--- src/hw/rtl/efd_pkg.sv ---
`timescale 1ns / 1ps
`default_nettype none

package efd_pkg;

    localparam logic [7:0] DELIM_BYTE = 8'h7E;
    localparam logic [7:0] ESC_BYTE   = 8'h7D;
    localparam logic [7:0] ESC_XOR    = 8'h20;
    localparam logic [7:0] GOOD_SUM   = 8'hFF;
    localparam logic [7:0] MAX_LENGTH_RESET = 8'hFF;

    localparam logic [1:0] KIND_DATA    = 2'd0;
    localparam logic [1:0] KIND_GOOD    = 2'd1;
    localparam logic [1:0] KIND_BADSUM  = 2'd2;
    localparam logic [1:0] KIND_TOOLONG = 2'd3;

    typedef enum logic [2:0] {
        PH_HUNT,
        PH_LEN_HI,
        PH_LEN_LO,
        PH_PAYLOAD,
        PH_CHECK
    } phase_t;

    typedef enum logic [1:0] {
        OP_DATA,
        OP_CHECK,
        OP_TOOLONG
    } op_t;

    // one classified byte handed from the front to the back
    typedef struct packed {
        op_t        op;
        logic [7:0] value;
        logic [7:0] pos;
    } q_entry_t;

endpackage

`default_nettype wire

--- src/hw/rtl/efd_front.sv ---
`timescale 1ns / 1ps
`default_nettype none

module efd_front
(
    input  wire logic             clk,
    input  wire logic             rst_n,
    input  wire logic             in_valid,
    output logic                  in_ready,
    input  wire logic [7:0]       rx_byte,
    input  wire logic             cfg_valid,
    input  wire logic [7:0]       cfg_data,
    input  wire logic             q_ready,
    output logic                  q_push,
    output efd_pkg::q_entry_t     q_entry
);

    efd_pkg::phase_t phase_reg, phase_next;
    logic       esc_reg, esc_next;
    logic [7:0] flen_reg, flen_next;
    logic [7:0] cnt_reg, cnt_next;
    logic [7:0] max_len_reg;
    logic [7:0] cnt_inc;
    logic       accept;

    assign in_ready = q_ready;
    assign accept   = in_valid && q_ready;
    assign cnt_inc  = cnt_reg + 8'd1;

    always_ff @(posedge clk or negedge rst_n)
    begin
        if (!rst_n)
        begin
            phase_reg   <= efd_pkg::PH_HUNT;
            esc_reg     <= 1'b0;
            flen_reg    <= '0;
            cnt_reg     <= '0;
            max_len_reg <= efd_pkg::MAX_LENGTH_RESET;
        end
        else
        begin
            phase_reg <= phase_next;
            esc_reg   <= esc_next;
            flen_reg  <= flen_next;
            cnt_reg   <= cnt_next;
            if (cfg_valid)
            begin
                max_len_reg <= cfg_data;
            end
        end
    end

    always_comb
    begin
        logic [7:0] b;
        logic       proceed;

        phase_next = phase_reg;
        esc_next   = esc_reg;
        flen_next  = flen_reg;
        cnt_next   = cnt_reg;
        q_push     = 1'b0;
        q_entry    = '{op: efd_pkg::OP_DATA, value: 8'h00, pos: 8'h00};
        b          = rx_byte;
        proceed    = 1'b0;

        if (accept)
        begin
            if (phase_reg == efd_pkg::PH_HUNT)
            begin
                if (rx_byte == efd_pkg::DELIM_BYTE)
                begin
                    phase_next = efd_pkg::PH_LEN_HI;
                    esc_next   = 1'b0;
                end
            end
            else if (esc_reg)
            begin
                esc_next = 1'b0;
                b        = rx_byte ^ efd_pkg::ESC_XOR;
                proceed  = 1'b1;
            end
            else if (rx_byte == efd_pkg::ESC_BYTE)
            begin
                esc_next = 1'b1;
            end
            else
            begin
                proceed = 1'b1;
            end
        end

        if (proceed)
        begin
            case (phase_reg)
                efd_pkg::PH_LEN_HI:
                begin
                    // high length byte is dropped
                    phase_next = efd_pkg::PH_LEN_LO;
                end
                efd_pkg::PH_LEN_LO:
                begin
                    flen_next = b;
                    if (b > max_len_reg)
                    begin
                        phase_next = efd_pkg::PH_HUNT;
                        q_push     = 1'b1;
                        q_entry    = '{op: efd_pkg::OP_TOOLONG, value: 8'h00, pos: b};
                    end
                    else
                    begin
                        cnt_next   = '0;
                        phase_next = (b == 8'h00) ? efd_pkg::PH_CHECK : efd_pkg::PH_PAYLOAD;
                    end
                end
                efd_pkg::PH_PAYLOAD:
                begin
                    cnt_next = cnt_inc;
                    q_push   = 1'b1;
                    q_entry  = '{op: efd_pkg::OP_DATA, value: b, pos: cnt_reg};
                    if (cnt_inc == flen_reg)
                    begin
                        phase_next = efd_pkg::PH_CHECK;
                    end
                end
                efd_pkg::PH_CHECK:
                begin
                    phase_next = efd_pkg::PH_HUNT;
                    q_push     = 1'b1;
                    q_entry    = '{op: efd_pkg::OP_CHECK, value: b, pos: flen_reg};
                end
                default:
                begin
                    phase_next = efd_pkg::PH_HUNT;
                    esc_next   = 1'b0;
                end
            endcase
        end
    end

    // escape only matters inside a frame
    a_no_esc_in_hunt: assert property (@(posedge clk) disable iff (!rst_n)
        !(phase_reg == efd_pkg::PH_HUNT && esc_reg))
        else $error("escape pending while hunting");

    a_check_after_last: assert property (@(posedge clk) disable iff (!rst_n)
        (q_push && q_entry.op == efd_pkg::OP_DATA && cnt_inc == flen_reg)
        |=> phase_reg == efd_pkg::PH_CHECK)
        else $error("last payload byte did not lead to checksum");

endmodule

`default_nettype wire

--- src/hw/rtl/efd_queue.sv ---
`timescale 1ns / 1ps
`default_nettype none

module efd_queue
#(
    parameter int DEPTH = 2
)
(
    input  wire logic              clk,
    input  wire logic              rst_n,
    input  wire logic              push,
    input  wire efd_pkg::q_entry_t push_entry,
    output logic                   push_ready,
    input  wire logic              pop,
    output logic                   pop_valid,
    output efd_pkg::q_entry_t      pop_entry
);

    localparam int PTR_W = (DEPTH > 1) ? $clog2(DEPTH) : 1;
    localparam int CNT_W = $clog2(DEPTH + 1);

    efd_pkg::q_entry_t entries_reg [DEPTH];
    logic [PTR_W-1:0] wr_ptr_reg, rd_ptr_reg;
    logic [CNT_W-1:0] count_reg;
    logic             full, empty;

    assign full       = (count_reg == CNT_W'(DEPTH));
    assign empty      = (count_reg == '0);
    assign push_ready = !full;
    assign pop_valid  = !empty;
    assign pop_entry  = entries_reg[rd_ptr_reg];

    function automatic logic [PTR_W-1:0] ptr_inc(input logic [PTR_W-1:0] p);
        ptr_inc = (p == PTR_W'(DEPTH - 1)) ? '0 : p + 1'b1;
    endfunction

    always_ff @(posedge clk or negedge rst_n)
    begin
        if (!rst_n)
        begin
            wr_ptr_reg <= '0;
            rd_ptr_reg <= '0;
            count_reg  <= '0;
        end
        else
        begin
            if (push)
            begin
                wr_ptr_reg <= ptr_inc(wr_ptr_reg);
            end
            if (pop)
            begin
                rd_ptr_reg <= ptr_inc(rd_ptr_reg);
            end
            if (push && !pop)
            begin
                count_reg <= count_reg + 1'b1;
            end
            else if (pop && !push)
            begin
                count_reg <= count_reg - 1'b1;
            end
        end
    end

    always_ff @(posedge clk)
    begin
        if (push)
        begin
            entries_reg[wr_ptr_reg] <= push_entry;
        end
    end

    a_no_overflow: assert property (@(posedge clk) disable iff (!rst_n)
        push |-> !full)
        else $error("push into full queue");

    a_no_underflow: assert property (@(posedge clk) disable iff (!rst_n)
        pop |-> !empty)
        else $error("pop from empty queue");

endmodule

`default_nettype wire

--- src/hw/rtl/efd_back.sv ---
`timescale 1ns / 1ps
`default_nettype none

module efd_back
(
    input  wire logic              clk,
    input  wire logic              rst_n,
    input  wire logic              q_valid,
    input  wire efd_pkg::q_entry_t q_entry,
    output logic                   q_pop,
    output logic                   out_valid,
    input  wire logic              out_ready,
    output logic [1:0]             kind,
    output logic [7:0]             data,
    output logic [7:0]             position
);

    logic       out_valid_reg;
    logic [1:0] kind_reg;
    logic [7:0] data_reg, pos_reg;
    logic [7:0] sum_reg, sum_next;
    logic [1:0] kind_next;
    logic [7:0] data_next;
    logic [7:0] total;

    assign q_pop     = q_valid && (!out_valid_reg || out_ready);
    assign out_valid = out_valid_reg;
    assign kind      = kind_reg;
    assign data      = data_reg;
    assign position  = pos_reg;
    assign total     = sum_reg + q_entry.value;

    always_comb
    begin
        sum_next  = sum_reg;
        kind_next = efd_pkg::KIND_DATA;
        data_next = 8'h00;
        case (q_entry.op)
            efd_pkg::OP_DATA:
            begin
                sum_next  = total;
                data_next = q_entry.value;
            end
            efd_pkg::OP_CHECK:
            begin
                sum_next  = 8'h00;
                kind_next = (total == efd_pkg::GOOD_SUM) ? efd_pkg::KIND_GOOD
                                                         : efd_pkg::KIND_BADSUM;
            end
            efd_pkg::OP_TOOLONG:
            begin
                sum_next  = 8'h00;
                kind_next = efd_pkg::KIND_TOOLONG;
            end
            default:
            begin
                sum_next = 8'h00;
            end
        endcase
    end

    always_ff @(posedge clk or negedge rst_n)
    begin
        if (!rst_n)
        begin
            out_valid_reg <= 1'b0;
            sum_reg       <= '0;
        end
        else
        begin
            if (q_pop)
            begin
                out_valid_reg <= 1'b1;
                sum_reg       <= sum_next;
            end
            else if (out_ready)
            begin
                out_valid_reg <= 1'b0;
            end
        end
    end

    always_ff @(posedge clk)
    begin
        if (q_pop)
        begin
            kind_reg <= kind_next;
            data_reg <= data_next;
            pos_reg  <= q_entry.pos;
        end
    end

    a_sum_cleared: assert property (@(posedge clk) disable iff (!rst_n)
        (q_pop && q_entry.op == efd_pkg::OP_CHECK)
        |=> (sum_reg == 8'h00 && out_valid_reg
             && (kind_reg == efd_pkg::KIND_GOOD || kind_reg == efd_pkg::KIND_BADSUM)))
        else $error("frame end did not clear sum or show status");

    a_end_has_no_data: assert property (@(posedge clk) disable iff (!rst_n)
        (out_valid_reg && kind_reg != efd_pkg::KIND_DATA) |-> data_reg == 8'h00)
        else $error("end result carries data");

endmodule

`default_nettype wire

--- src/hw/rtl/escaped_frame_deframer.sv ---
`timescale 1ns / 1ps
`default_nettype none

// channel  | signals                               | dir | moves
// ---------+---------------------------------------+-----+---------------------------
// in       | in_valid, in_ready, rx_byte           | in  | one raw serial byte
// out      | out_valid, out_ready, kind, data,     | out | payload byte or frame end
//          | position                              |     |
// cfg      | cfg_valid, cfg_ready, cfg_data        | in  | max_length write
//
// one item per cycle sustained while out_ready stays high; each result is registered
// in order: front classifies straight into the queue entry, then the back output register
// in_ready drops only when the queue between front and back is full
// out_ready low stalls the back; the queue absorbs the front for QUEUE_DEPTH items
// reset puts the front in delimiter hunt and sets max_length to 255

module escaped_frame_deframer
#(
    parameter int QUEUE_DEPTH = 2
)
(
    input  wire logic       clk,
    input  wire logic       rst_n,
    input  wire logic       in_valid,
    output logic            in_ready,
    input  wire logic [7:0] rx_byte,
    output logic            out_valid,
    input  wire logic       out_ready,
    output logic [1:0]      kind,
    output logic [7:0]      data,
    output logic [7:0]      position,
    input  wire logic       cfg_valid,
    output logic            cfg_ready,
    input  wire logic [7:0] cfg_data
);

    logic              q_push, q_push_ready, q_pop, q_pop_valid;
    efd_pkg::q_entry_t q_in, q_out;

    assign cfg_ready = 1'b1;

    efd_front u_front
    (
        .clk       (clk),
        .rst_n     (rst_n),
        .in_valid  (in_valid),
        .in_ready  (in_ready),
        .rx_byte   (rx_byte),
        .cfg_valid (cfg_valid),
        .cfg_data  (cfg_data),
        .q_ready   (q_push_ready),
        .q_push    (q_push),
        .q_entry   (q_in)
    );

    efd_queue #(.DEPTH(QUEUE_DEPTH)) u_queue
    (
        .clk        (clk),
        .rst_n      (rst_n),
        .push       (q_push),
        .push_entry (q_in),
        .push_ready (q_push_ready),
        .pop        (q_pop),
        .pop_valid  (q_pop_valid),
        .pop_entry  (q_out)
    );

    efd_back u_back
    (
        .clk       (clk),
        .rst_n     (rst_n),
        .q_valid   (q_pop_valid),
        .q_entry   (q_out),
        .q_pop     (q_pop),
        .out_valid (out_valid),
        .out_ready (out_ready),
        .kind      (kind),
        .data      (data),
        .position  (position)
    );

endmodule

`default_nettype wire

--- config.mk ---
export PLATFORM = sky130hd
export DESIGN_NAME = escaped_frame_deframer
export DESIGN_NICKNAME = d
export VERILOG_FILES = /design/src/hw/rtl/efd_pkg.sv /design/src/hw/rtl/efd_front.sv /design/src/hw/rtl/efd_queue.sv /design/src/hw/rtl/efd_back.sv /design/src/hw/rtl/escaped_frame_deframer.sv
export SDC_FILE = /design/constraint.sdc
export NUM_CORES = 1
export LEC_CHECK = 0
export BUFFER_PORTS_ARGS = -buffer_cell sky130_fd_sc_hd__buf_2
export CAP_MARGIN = 20
export CORE_MARGIN = 3
export CORE_UTILIZATION = 50
export DETAILED_ROUTE_END_ITERATION = 7
export GPL_ROUTABILITY_DRIVEN = 0
export PLACE_DENSITY = 0.75
export SYNTH_ARGS = -nofsm -noshare
export SYNTH_HDL_FRONTEND = slang
export SYNTH_SLANG_ARGS = --single-unit
export TNS_END_PERCENT = 30
--- constraint.sdc ---
create_clock -name clk -period 4.1 [get_ports clk]
set_input_delay 0.82 -clock clk [delete_from_list [all_inputs] [get_ports clk]]
set_output_delay 0.82 -clock clk [all_outputs]
set_load 0.01 [all_outputs]
==> key figures, run 1 <==
Logic synthesis
  • Synth Area in Simple Gates: 12.89%
  • Syn Std Cell Area: 0.004756 mm^2
  • Mux cell area share after synthesis: 6.735%
  • Yosys reg bits: 95
  • Synth Instances: 394
  • Post-synth EDFFs: 54
  • Yosys cell types: 61
  • Ys Warns: 0
  • Ys flop type: edfxtp_1
  • Synth Area in XOR/XNOR: 4.788%
  • Average cell area after synthesis: 12.07 um^2
  • Syn_nets: 436
  • Ys async rst share: 43.16%
  • Register area share after synthesis: 55.88%
  • Post-synthesis compound-gate area fraction: 11.23%
  • Adder-cell share of the synthesized area: 5.683%
  • Largest family of logic cells by synthesized area: simple AND/OR/NAND/NOR gates

Clock tree
  • Clk sinks: 95
  • Cts hold-fix bufs: 0
  • CTS tree: yes
  • Clock slew at reported path FFs: 90 ps
  • CTS Buf Count: 9
  • Largest buffer count on any clock path: 2
  • Cts repair resizes: 0
  • Clock insertion delay at the later pin of the skew report: 350 ps
  • Setup Buffers After CTS: 0
  • Htree depth: 3
  • Root Driver: clkbuf_8

Layout
  • Commonest non-fill, non-tap cell in the layout: edfxtp_1
  • Fraction of layout cells with a size suffix above 1: 23.36%
  • N_diodes: 0
  • Final #Nets: 478
  • P&R area growth vs syn: 10.87%
  • Max reg flops: 36
  • Final instance area: 0.005273 mm^2
  • Most frequent cells in the layout: edfxtp_1 (54), buf_2 (40), nand2_1 (35)
  • Fill cell count: 758

STA
  • Final worst path period share: 82.92%
  • RSZ-0062 raised after global routing: no
  • Final setup violation count: 0
  • Skew final: 9.650 ps
  • Fmax achieved: 294.2 MHz
  • Fin. Hold Viols: 0
  • Slew @ Worst Pin: 956.9 ps
  • Final min period: 3400 ps
  • Slew Limit Headroom: 36.20%
  • Max Slew Vio Count: 0
  • Setup TNS: 0 ps

Drt
  • Drt wl/cell: 15.92 um
  • Initial DRC Count: 182
  • Via Count: 3,161
  • WL final: 9028 um
  • Antenna-violating nets left: 0
  • Via density: 5.575
  • Residual DRC count: 0
  • DR pass1 iterations: 6

Worst setup path
  • Worst path slowest cell: o211ai_1
  • Worst Path Class, Setup: reg2reg
  • WP buf/inv: 0
  • CP arrival: 3390 ps
  • CP cell instances: or3_4 > nand4_1 > xnor2_1 > ha_1 > a21oi_1 > o21ai_0 > o211ai_1 > o22ai_2 > and2_1
  • Worst Setup Start Kind: register
  • Flop-to-flop setup slack: 700 ps
  • Register-to-Register Path Depth: 9
  • Reg2Reg Launch Point: u_front.phase_reg[0]
  • Reg2Reg Capture Point: u_queue.entries_reg[1][0]
  • CP Max Fanout: 18
  • Critical path's largest stage delay: 500 ps
  • CP Capture Type: register
  • Req. time, crit path: 4090 ps
  • CP top delay family: simple AND/OR/NAND/NOR gates

Power and ir drop
  • Lkg Pwr: 2.219 nW
  • Peak VDD IR: 0.2320 mV
  • Power per cell area: 475.0 mW/mm^2

Hold path
  • Hold Path Depth: 2
  • Worst Hold Path EP: u_back.sum_reg[2]
  • Hold Path Origin: u_back.sum_reg[2]
  • Worst hold path type: reg2reg

Global routing
  • Initial antenna violation count: 0
  • Global Route Usage Sum: 17.38%
  • Vias in the first global route: 3,144
  • First-pass GRT wire length: 15,020 um
  • Largest net degree at the start of global routing: 42
  • GRT overflow: 0

Place
  • Post-DP HPWL: 6535 um
  • Placement-stage cell area: 0.005079 mm^2
  • Port-buffer cells: 40

Die
  • Initial Utilization: 52.98%
  • Die area: 0.01072 mm^2
  • Core area: 0.008976 mm^2
  • Die height: 103.5 um
  • # rows: 34
  • Ports: 42
  • Die Width: 103.5 um

Flow run
  • Max-cap violations: 0

Outcome
  • Status: finished, final reports clean
-- worst max path at each step --
stage	startpoint	to	cells past startpoint
floorplan	u_front.phase_reg[0]	u_queue.entries_reg[0][0]	10
global placement	in_valid	u_queue.entries_reg[1][2]	9
detailed placement	in_valid	u_queue.entries_reg[1][2]	9
CTS	u_front.phase_reg[0]	u_queue.entries_reg[1][0]	9
global route	u_front.phase_reg[0]	u_queue.entries_reg[1][1]	9
finish	u_front.phase_reg[0]	u_queue.entries_reg[1][0]	9
-- cells by family (layout without fill, tap and decap cells) --
| kind of cell | after synthesis | after routing |
|---|---|---|
| compound gates | 74 | 74 |
| xor+xnor | 26 | 26 |
| fa+ha+maj | 21 | 21 |
| buf+inv | 31 | 78 |
| flops | 95 | 95 |
| mux | 29 | 29 |
| other cells | 1 | 1 |
| simple gates | 117 | 117 |
-- layer usage --
| layer | vias up | global-route usage, % | share of wire [%] |
|---|---|---|---|
| met5 | - | 0 | 0 |
| met4 | 0 | 6.268 | 1.6 |
| met3 | 11 | 4.478 | 5.4 |
| met2 | 103 | 27.57 | 48 |
| met1 | 1521 | 23.28 | 45 |
| li1 | 1526 | - | - |
-- worst register-to-register path: stages, from the launching register on --
cell      delay (ps)
dfrtp_1          490
or3_4            460
nand4_1          120
xnor2_1          230
ha_1             330
a21oi_1          180
o21ai_0           90
o211ai_1         500
o22ai_2          180
and2_1           460
-- where the power goes --
part           total [W]  internal (W)  switching [W]
clock network   0.000586      0.000277       0.000309
registers        0.00127       0.00118      0.0000960
logic           0.000644      0.000273       0.000371
total            0.00250       0.00173       0.000776
-- cell type report --
cell class              count  area, um^2  area share, %
flip-flops and latches     95        2658          50.40
multi-input cells         268        1969          37.35
repair buffers             43       222.7          4.224
clock buffers              13       170.2          3.227
well taps                 126       157.7          2.990
inverters                  19       71.32          1.353
clock inverters             3       23.77         0.4509
-- per-stage QoR --
step           total power [W]  utilization (%)  std cells  setup WS, ps  hold slack [ps]
2_1_floorplan         0.001737                -        394         773.3            453.8
3_3_place_gp          0.001916            56.58        551         706.7            467.8
3_5_place_dp          0.001943            56.58        551         592.6            474.4
4_1_cts               0.002526            58.74        567         708.9            490.0
5_1_grt               0.002646            58.74        567         393.5            510.6
6_report              0.002505            58.74        567         700.4            491.2
-- synth_stat cells (11+ instances only) --
cell	instances	area, um^2
ha_1	20	250.2
xor2_1	11	96.34
nand2_1	35	131.4
inv_1	19	71.32
nor2_1	21	78.83
edfxtp_1	54	1622
a21oi_1	11	55.05
o21ai_0	26	130.1
xnor2_1	15	131.4
dfrtp_1	33	825.8
mux2_2	24	270.3
and2_1	19	118.9
No activity file was read; power rests on OpenSTA's default activity.
==> inputs of run 2 (changes only) <==
Settings changed: PLACE_DENSITY 0.75 to 0.77.
Clock period 4.1 ns to 3 ns, I/O delays scaled along.
==> key figures, run 2 (synthesis results as in run 1) <==
Die
  • Die Width: 103.5 um (unchanged)
  • # rows: 34 (unchanged)
  • Ports: 42 (unchanged)
  • Die height: 103.5 um (unchanged)
  • Initial Utilization: 52.98% (unchanged)
  • Core area: 0.008976 mm^2 (unchanged)
  • Die area: 0.01072 mm^2 (unchanged)

Drt
  • DR pass1 iterations: 7 (+1)
  • Via Count: 3,259 (+3.1%)
  • Initial DRC Count: 190 (+4.4%)
  • Residual DRC count: 0 (unchanged)
  • Antenna-violating nets left: 0 (unchanged)
  • Drt wl/cell: 16.87 um (+5.9%)
  • WL final: 9799 um (+8.5%)
  • Via density: 5.609 (+0.62%)

Layout
  • Fill cell count: 717 (-5.4%)
  • Non-filler cells, final: 581 (+2.5%)
  • Final instance area: 0.005408 mm^2 (+2.6%)
  • Final #Nets: 492 (+2.9%)
  • Fraction of layout cells with a size suffix above 1: 27.25% (+3.9 points)
  • P&R area growth vs syn: 13.71%
  • N_diodes: 0 (unchanged)
  • Max reg flops: 36 (unchanged)
  • Area of the multi-input gates: 0.002003 mm^2 (+1.7%)
  • Reg area: 0.002659 mm^2 (about the same)
  • Most frequent cells in the layout: edfxtp_1 (54), buf_2 (40), nand2_1 (35)
  • Post-Route Utilization: 60.25% (+1.5 points)
  • Commonest non-fill, non-tap cell in the layout: edfxtp_1

Power and ir drop
  • Power per cell area: 645.3 mW/mm^2 (+36%)
  • Peak VDD IR: 0.3352 mV (+44%)
  • Lkg Pwr: 2.277 nW (+2.6%)

STA
  • RSZ-0062 raised after global routing: yes
  • Final setup violation count: 0 (unchanged)
  • Slew Limit Headroom: 37.19% (+0.99 points)
  • Slew @ Worst Pin: 942.1 ps (-14.82 ps)
  • Fmax achieved: 334.9 MHz (+14%)
  • Final worst path period share: 99.55% (+17 points)
  • Fin. Hold Viols: 0 (unchanged)
  • Skew final: 14.93 ps (+5.278 ps)
  • Max Slew Vio Count: 0 (unchanged)
  • Setup TNS: 0 ps (unchanged)
  • Final min period: 2986 ps (-413.2 ps)
  • Worst setup margin: 13.64 ps (-686.8 ps)

Clock tree
  • Htree depth: 3 (unchanged)
  • Clock insertion delay at the later pin of the skew report: 360 ps (about the same)
  • CTS Buf Count: 9 (unchanged)
  • Largest buffer count on any clock path: 2 (unchanged)
  • Clock slew at reported path FFs: 90 ps (about the same)
  • Clk sinks: 95 (unchanged)
  • CTS tree: yes
  • Root Driver: clkbuf_8

Outcome
  • Status: finished, final reports clean

Worst setup path
  • CP Capture Type: register
  • CP arrival: 3080 ps (-310 ps)
  • Worst Path Class, Setup: reg2reg
  • Req. time, crit path: 3090 ps (-1000 ps)
  • Worst path slowest cell: or3_4
  • Critical path's largest stage delay: 410 ps (-90 ps)
  • Worst Setup Start Kind: register
  • CP Max Fanout: 8 (-10)
  • CP cell instances: or3_4 > nand4_1 > xnor2_1 > ha_1 > nand4_1 > or3_1 > o211ai_1 > buf_4 > nor4_2 > buf_4 > a222oi_1 > nor2_1

Global routing
  • Vias in the first global route: 3,352 (+6.6%)
  • Initial antenna violation count: 0 (unchanged)
  • Global Route Usage Sum: 18.74% (+1.4 points)
  • GRT overflow: 0 (unchanged)
  • Largest net degree at the start of global routing: 42 (unchanged)
  • First-pass GRT wire length: 16,290 um (+8.4%)

Place
  • Port-buffer cells: 40 (unchanged)
  • Placement Setup Slack: 52.74 ps (-539.8 ps)
  • Post-DP HPWL: 7058 um (+8.0%)
  • Placed insts: 564 (+2.4%)
  • Placement-stage cell area: 0.005196 mm^2 (+2.3%)

Hold path
  • Worst hold path type: in2async

Flow run
  • Max-cap violations: 0 (unchanged)
-- run 2: what timing repair did --
action	CTS	global route
setup endpoints to repair	0	37
gates resized for setup	0	6
setup buffers	0	1
hold buffers	0	0
-- run 2: path summary, 6_finish.rpt --
check | start | endpoint | slack, ps | cells past startpoint
max in group asynchronous | rst_n | u_queue.rd_ptr_reg | 1970 | 1
hold reg to reg | u_back.sum_reg[2] | u_back.sum_reg[2] | 490 | 2
setup / recovery | u_front.phase_reg[0] | u_queue.entries_reg[0][2] | 10 | 12
min in group clk | cfg_data[1] | u_front.max_len_reg[1] | 450 | 3
setup reg to reg | u_front.phase_reg[0] | u_queue.entries_reg[0][2] | 10 | 12
hold / removal | rst_n | u_front.cnt_reg[5] | 390 | 1
-- run 2: through the flow --
step | hold WS, ps | total power [W]
detailed placement | 479.7 | 0.002716
global placement | 474.7 | 0.002683
floorplan | 304.4 | 0.002378
global route | 446.3 | 0.003680
finish | 388.5 | 0.003489
CTS | 421.1 | 0.003473
-- run 2: cell type report --
type / instances / share of cell area (%)
timing repair buffer: 57 / 6.293
clock buffer: 12 / 2.684
sequential: 95 / 49.17
multi-input combinational: 268 / 37.04
inverter: 19 / 1.319
tap: 126 / 2.915
clock inverter: 4 / 0.5784
-- run 2: routing by layer --
metal / up-vias / wire length (um) / share of wire, % / track usage, %
met4: 0 / 181 / 1.8 / 7.597
met5: - / 0 / 0 / 0
met2: 130 / 4663 / 48 / 30.28
li1: 1550 / - / - / -
met1: 1561 / 4381 / 45 / 25.19
met3: 18 / 574 / 5.9 / 3.420
-- run 2: report_power, final --
part,switching (W),internal (W),leakage (nW)
combinational,0.000548,0.000427,1.10
clock,0.000444,0.000327,0.0788
sequential,0.000133,0.00161,1.10
total,0.00113,0.00236,2.28
-- run 2: critical path: cells and delay by family (launching register included) --
| family | cells | cell delay [ps] |
|---|---|---|
| fa+ha+maj | 1 | 320 |
| xor+xnor | 1 | 90 |
| compound gates | 2 | 430 |
| simple gates | 6 | 1140 |
| flops | 1 | 380 |
| buf+inv | 2 | 360 |
==> inputs of run 3 (changes only) <==
Settings changed: CTS_BUF_LIST set to sky130_fd_sc_hd__clkbuf_4, SYNTH_HIERARCHICAL set to 1.
==> key figures, run 3 <==
Worst setup path
  • Req. time, crit path: 3360 ps (+270 ps)
  • Critical path's largest stage delay: 550 ps (+140 ps)
  • Worst path slowest cell: dfstp_2
  • Worst Setup Start Kind: register
  • WP buf/inv: 1 (-1)
  • CP Capture Type: register
  • CP arrival: 3180 ps (+100 ps)
  • CP top delay family: compound AO/OA/AOI/OAI gates
  • Flop-to-flop setup slack: 180 ps (+170 ps)
  • CP cell instances: inv_1 > ha_1 > nor2b_1 > o21a_1 > o21a_1 > o211a_1 > o31ai_2 > o21ai_1 > ha_1 > xor2_1 > nor2_1 > xor2_1
  • Worst Path Class, Setup: reg2reg
  • CP Max Fanout: 4 (-4)

Die
  • Core area: 0.009415 mm^2 (+4.9%)
  • Die height: 105.6 um (+2.0%)
  • Die Width: 105.6 um (+2.0%)
  • # rows: 35 (+2.9%)
  • Initial Utilization: 52.64% (-0.35 points)
  • Die area: 0.01114 mm^2 (+4.0%)
  • Ports: 42 (unchanged)

Logic synthesis
  • Ys async rst share: 43.16% (unchanged)
  • Ys flop type: edfxtp_1
  • Register area share after synthesis: 53.62% (-2.3 points)
  • Average cell area after synthesis: 11.55 um^2 (-4.3%)
  • Syn Std Cell Area: 0.004956 mm^2 (+4.2%)
  • Area share of the largest cell type after synthesis: 32.72% (-1.4 points)
  • Area leader, netlist: edfxtp_1
  • Syn_nets: 470 (+7.8%)
  • Post-synth EDFFs: 54 (unchanged)
  • Yosys reg bits: 95 (unchanged)
  • Top cells by count, synth: edfxtp_1 (54), nand2_1 (52), dfrtp_1 (33)
  • Most frequent cell after synthesis: edfxtp_1
  • Area contributors post-synth: edfxtp_1 (33%), dfrtp_1 (17%), ha_1 (4.8%)
  • Yosys cell types: 64 (+4.9%)
  • Synth Instances: 429 (+8.9%)
  • Ys Warns: 6 (+6)

Place
  • Placed insts: 594 (+5.3%)
  • Placement-stage cell area: 0.005345 mm^2 (+2.9%)
  • Port-buffer cells: 40 (unchanged)
  • Post-DP HPWL: 7626 um (+8.1%)
  • Placement Setup Slack: -69.64 ps (-122.4 ps)

STA
  • Final min period: 2820 ps (-166.8 ps)
  • Slew @ Worst Pin: 991.4 ps (+49.33 ps)
  • Fin. Hold Viols: 0 (unchanged)
  • Slew Limit Headroom: 33.90% (-3.3 points)
  • Final setup violation count: 0 (unchanged)
  • RSZ-0062 raised after global routing: no
  • Final worst path period share: 93.98% (-5.6 points)
  • Hold WS: 297.6 ps (-90.90 ps)
  • Fmax achieved: 354.7 MHz (+5.9%)
  • Max Slew Vio Count: 0 (unchanged)
  • Skew final: 35.75 ps (+20.83 ps)
  • Worst setup margin: 180.5 ps (+166.8 ps)

Outcome
  • Status: finished, final reports clean

Drt
  • WL final: 10,380 um (+5.9%)
  • Residual DRC count: 0 (unchanged)
  • Initial DRC Count: 303 (+59%)
  • Drt wl/cell: 17.01 um (+0.84%)
  • Via Count: 3,444 (+5.7%)
  • Via density: 5.646 (+0.65%)
  • DR pass1 iterations: 5 (-2)
  • Antenna-violating nets left: 0 (unchanged)

Clock tree
  • Htree depth: 3 (unchanged)
  • Setup Buffers After CTS: 0 (unchanged)
  • Root Driver: clkbuf_4
  • CTS tree: yes
  • Clock insertion delay at the later pin of the skew report: 460 ps (+100 ps)
  • Largest buffer count on any clock path: 2 (unchanged)
  • Clock slew at reported path FFs: 180 ps (+90 ps)
  • Clk sinks: 95 (unchanged)
  • CTS Buf Count: 9 (unchanged)

Global routing
  • Initial antenna violation count: 0 (unchanged)
  • Largest net degree at the start of global routing: 42 (unchanged)
  • First-pass GRT wire length: 16,930 um (+3.9%)
  • Global Route Usage Sum: 19.07% (+0.33 points)
  • GRT overflow: 0 (unchanged)
  • Vias in the first global route: 3,379 (+0.81%)

Power and ir drop
  • Net Sw Frac: 38.48% (+6.2 points)
  • Logic pwr share: 41.1% (+13 points)
  • Sw Pwr: 0.001729 W (+54%)
  • Reg power frac: 44.1% (-5.9 points)
  • Lkg Pwr: 2.274 nW (-0.13%)
  • Peak VDD IR: 0.3386 mV (+1.0%)
  • Total Power: 0.004493 W (+29%)
  • Clk pwr share: 14.8% (-7.3 points)
  • Power per cell area: 819.6 mW/mm^2 (+27%)
  • Int Pwr: 0.002764 W (+17%)

Layout
  • Final instance area: 0.005482 mm^2 (+1.4%)
  • Most frequent cells in the layout: edfxtp_1 (54), nand2_1 (52), buf_2 (40)
  • Max reg flops: 36 (unchanged)
  • N_diodes: 0 (unchanged)
  • Fraction of layout cells with a size suffix above 1: 24.32% (-2.9 points)
  • Area of the multi-input gates: 0.002148 mm^2 (+7.2%)
  • Non-filler cells, final: 610 (+5.0%)
  • Final #Nets: 517 (+5.1%)
  • Commonest non-fill, non-tap cell in the layout: edfxtp_1
  • Reg area: 0.002658 mm^2 (about the same)
  • Fill cell count: 768 (+7.1%)
  • P&R area growth vs syn: 10.60%

Flow run
  • Max-cap violations: 0 (unchanged)

Hold path
  • Worst hold path type: in2async
## run 3: changes by cell type after synthesis, sizes merged, moves of 6 or more
cell,delta
a222oi,-8
a22oi,+8
nand2,+17
nand3,+6
nor3b,+6
o22ai,+7
## run 3: area by class of cell
class | count | area share, %
clock buffers | 9 | 1.233
multi-input cells | 301 | 39.19
inverters | 16 | 1.096
flip-flops and latches | 95 | 48.48
repair buffers | 53 | 5.889
well taps | 129 | 2.945
clock inverters | 7 | 1.164
## run 3: what timing repair did
item | in CTS | in global routing
setup endpoints to repair | 0 | 37
hold buffers | 0 | 0
gates resized for setup | 0 | 2
## run 3: power groups by stage
stage	sequential, W	clock (W)	combinational, W
after global routing	0.00202	0.000732	0.00204
final	0.00198	0.000663	0.00185
after global placement	0.00199	0	0.00178
after floorplan	0.00203	0	0.00132
after detailed placement	0.00201	0	0.00184
after CTS	0.00198	0.000671	0.00185
## run 3: worst paths after layout
check	from	endpoint	cells past startpoint
hold reg to reg	u_queue/count_reg[1]	u_queue/count_reg[1]	1
hold / removal	rst_n	u_back/sum_reg[7]	1
max in group asynchronous	rst_n	u_queue/count_reg[1]	1
min in group clk	cfg_data[2]	u_front/max_len_reg[2]	3
setup reg to reg	u_front/max_len_reg[1]	u_queue/count_reg[1]	12
setup / recovery	u_front/max_len_reg[1]	u_queue/count_reg[1]	12
## run 3: worst register-to-register path, cell delays in order, from the launching register on
cell and delay [ps]:
dfstp_2 550, inv_1 50, ha_1 270, nor2b_1 130, o21a_1 170, o21a_1 160
o211a_1 220, o31ai_2 290, o21ai_1 200, ha_1 270, xor2_1 140, nor2_1 110
xor2_1 160
## run 3: per-layer routing
layer / vias to the layer above / global-route usage (%) / wire, um
met5: - / 0 / 0
met4: 0 / 5.920 / 208
met3: 15 / 4.409 / 554
met2: 102 / 31.38 / 5098
met1: 1677 / 25.18 / 4513
li1: 1650 / - / -
## run 3: kinds of logic after synthesis
| logic type | count (synthesis) | synth area share (%) |
|---|---|---|
| AOI/OAI and AO/OA | 82 | 11.84 |
| xor gates and xnor gates | 24 | 4.519 |
| adders and majority gates | 20 | 5.201 |
| buffers and inverters | 33 | 3.282 |
| DFF | 95 | 53.62 |
| muxes | 20 | 5.226 |
| other | 1 | 0.07567 |
| and+or+nand+nor | 154 | 16.23 |
## run 3: per-stage QoR
step | setup TNS, ps | util (%)
6_report | 0 | 58.22
5_1_grt | 0 | 58.22
4_1_cts | 0 | 58.17
3_5_place_dp | -69.64 | 56.77
3_3_place_gp | 0 | 56.77
2_1_floorplan | 0 | -
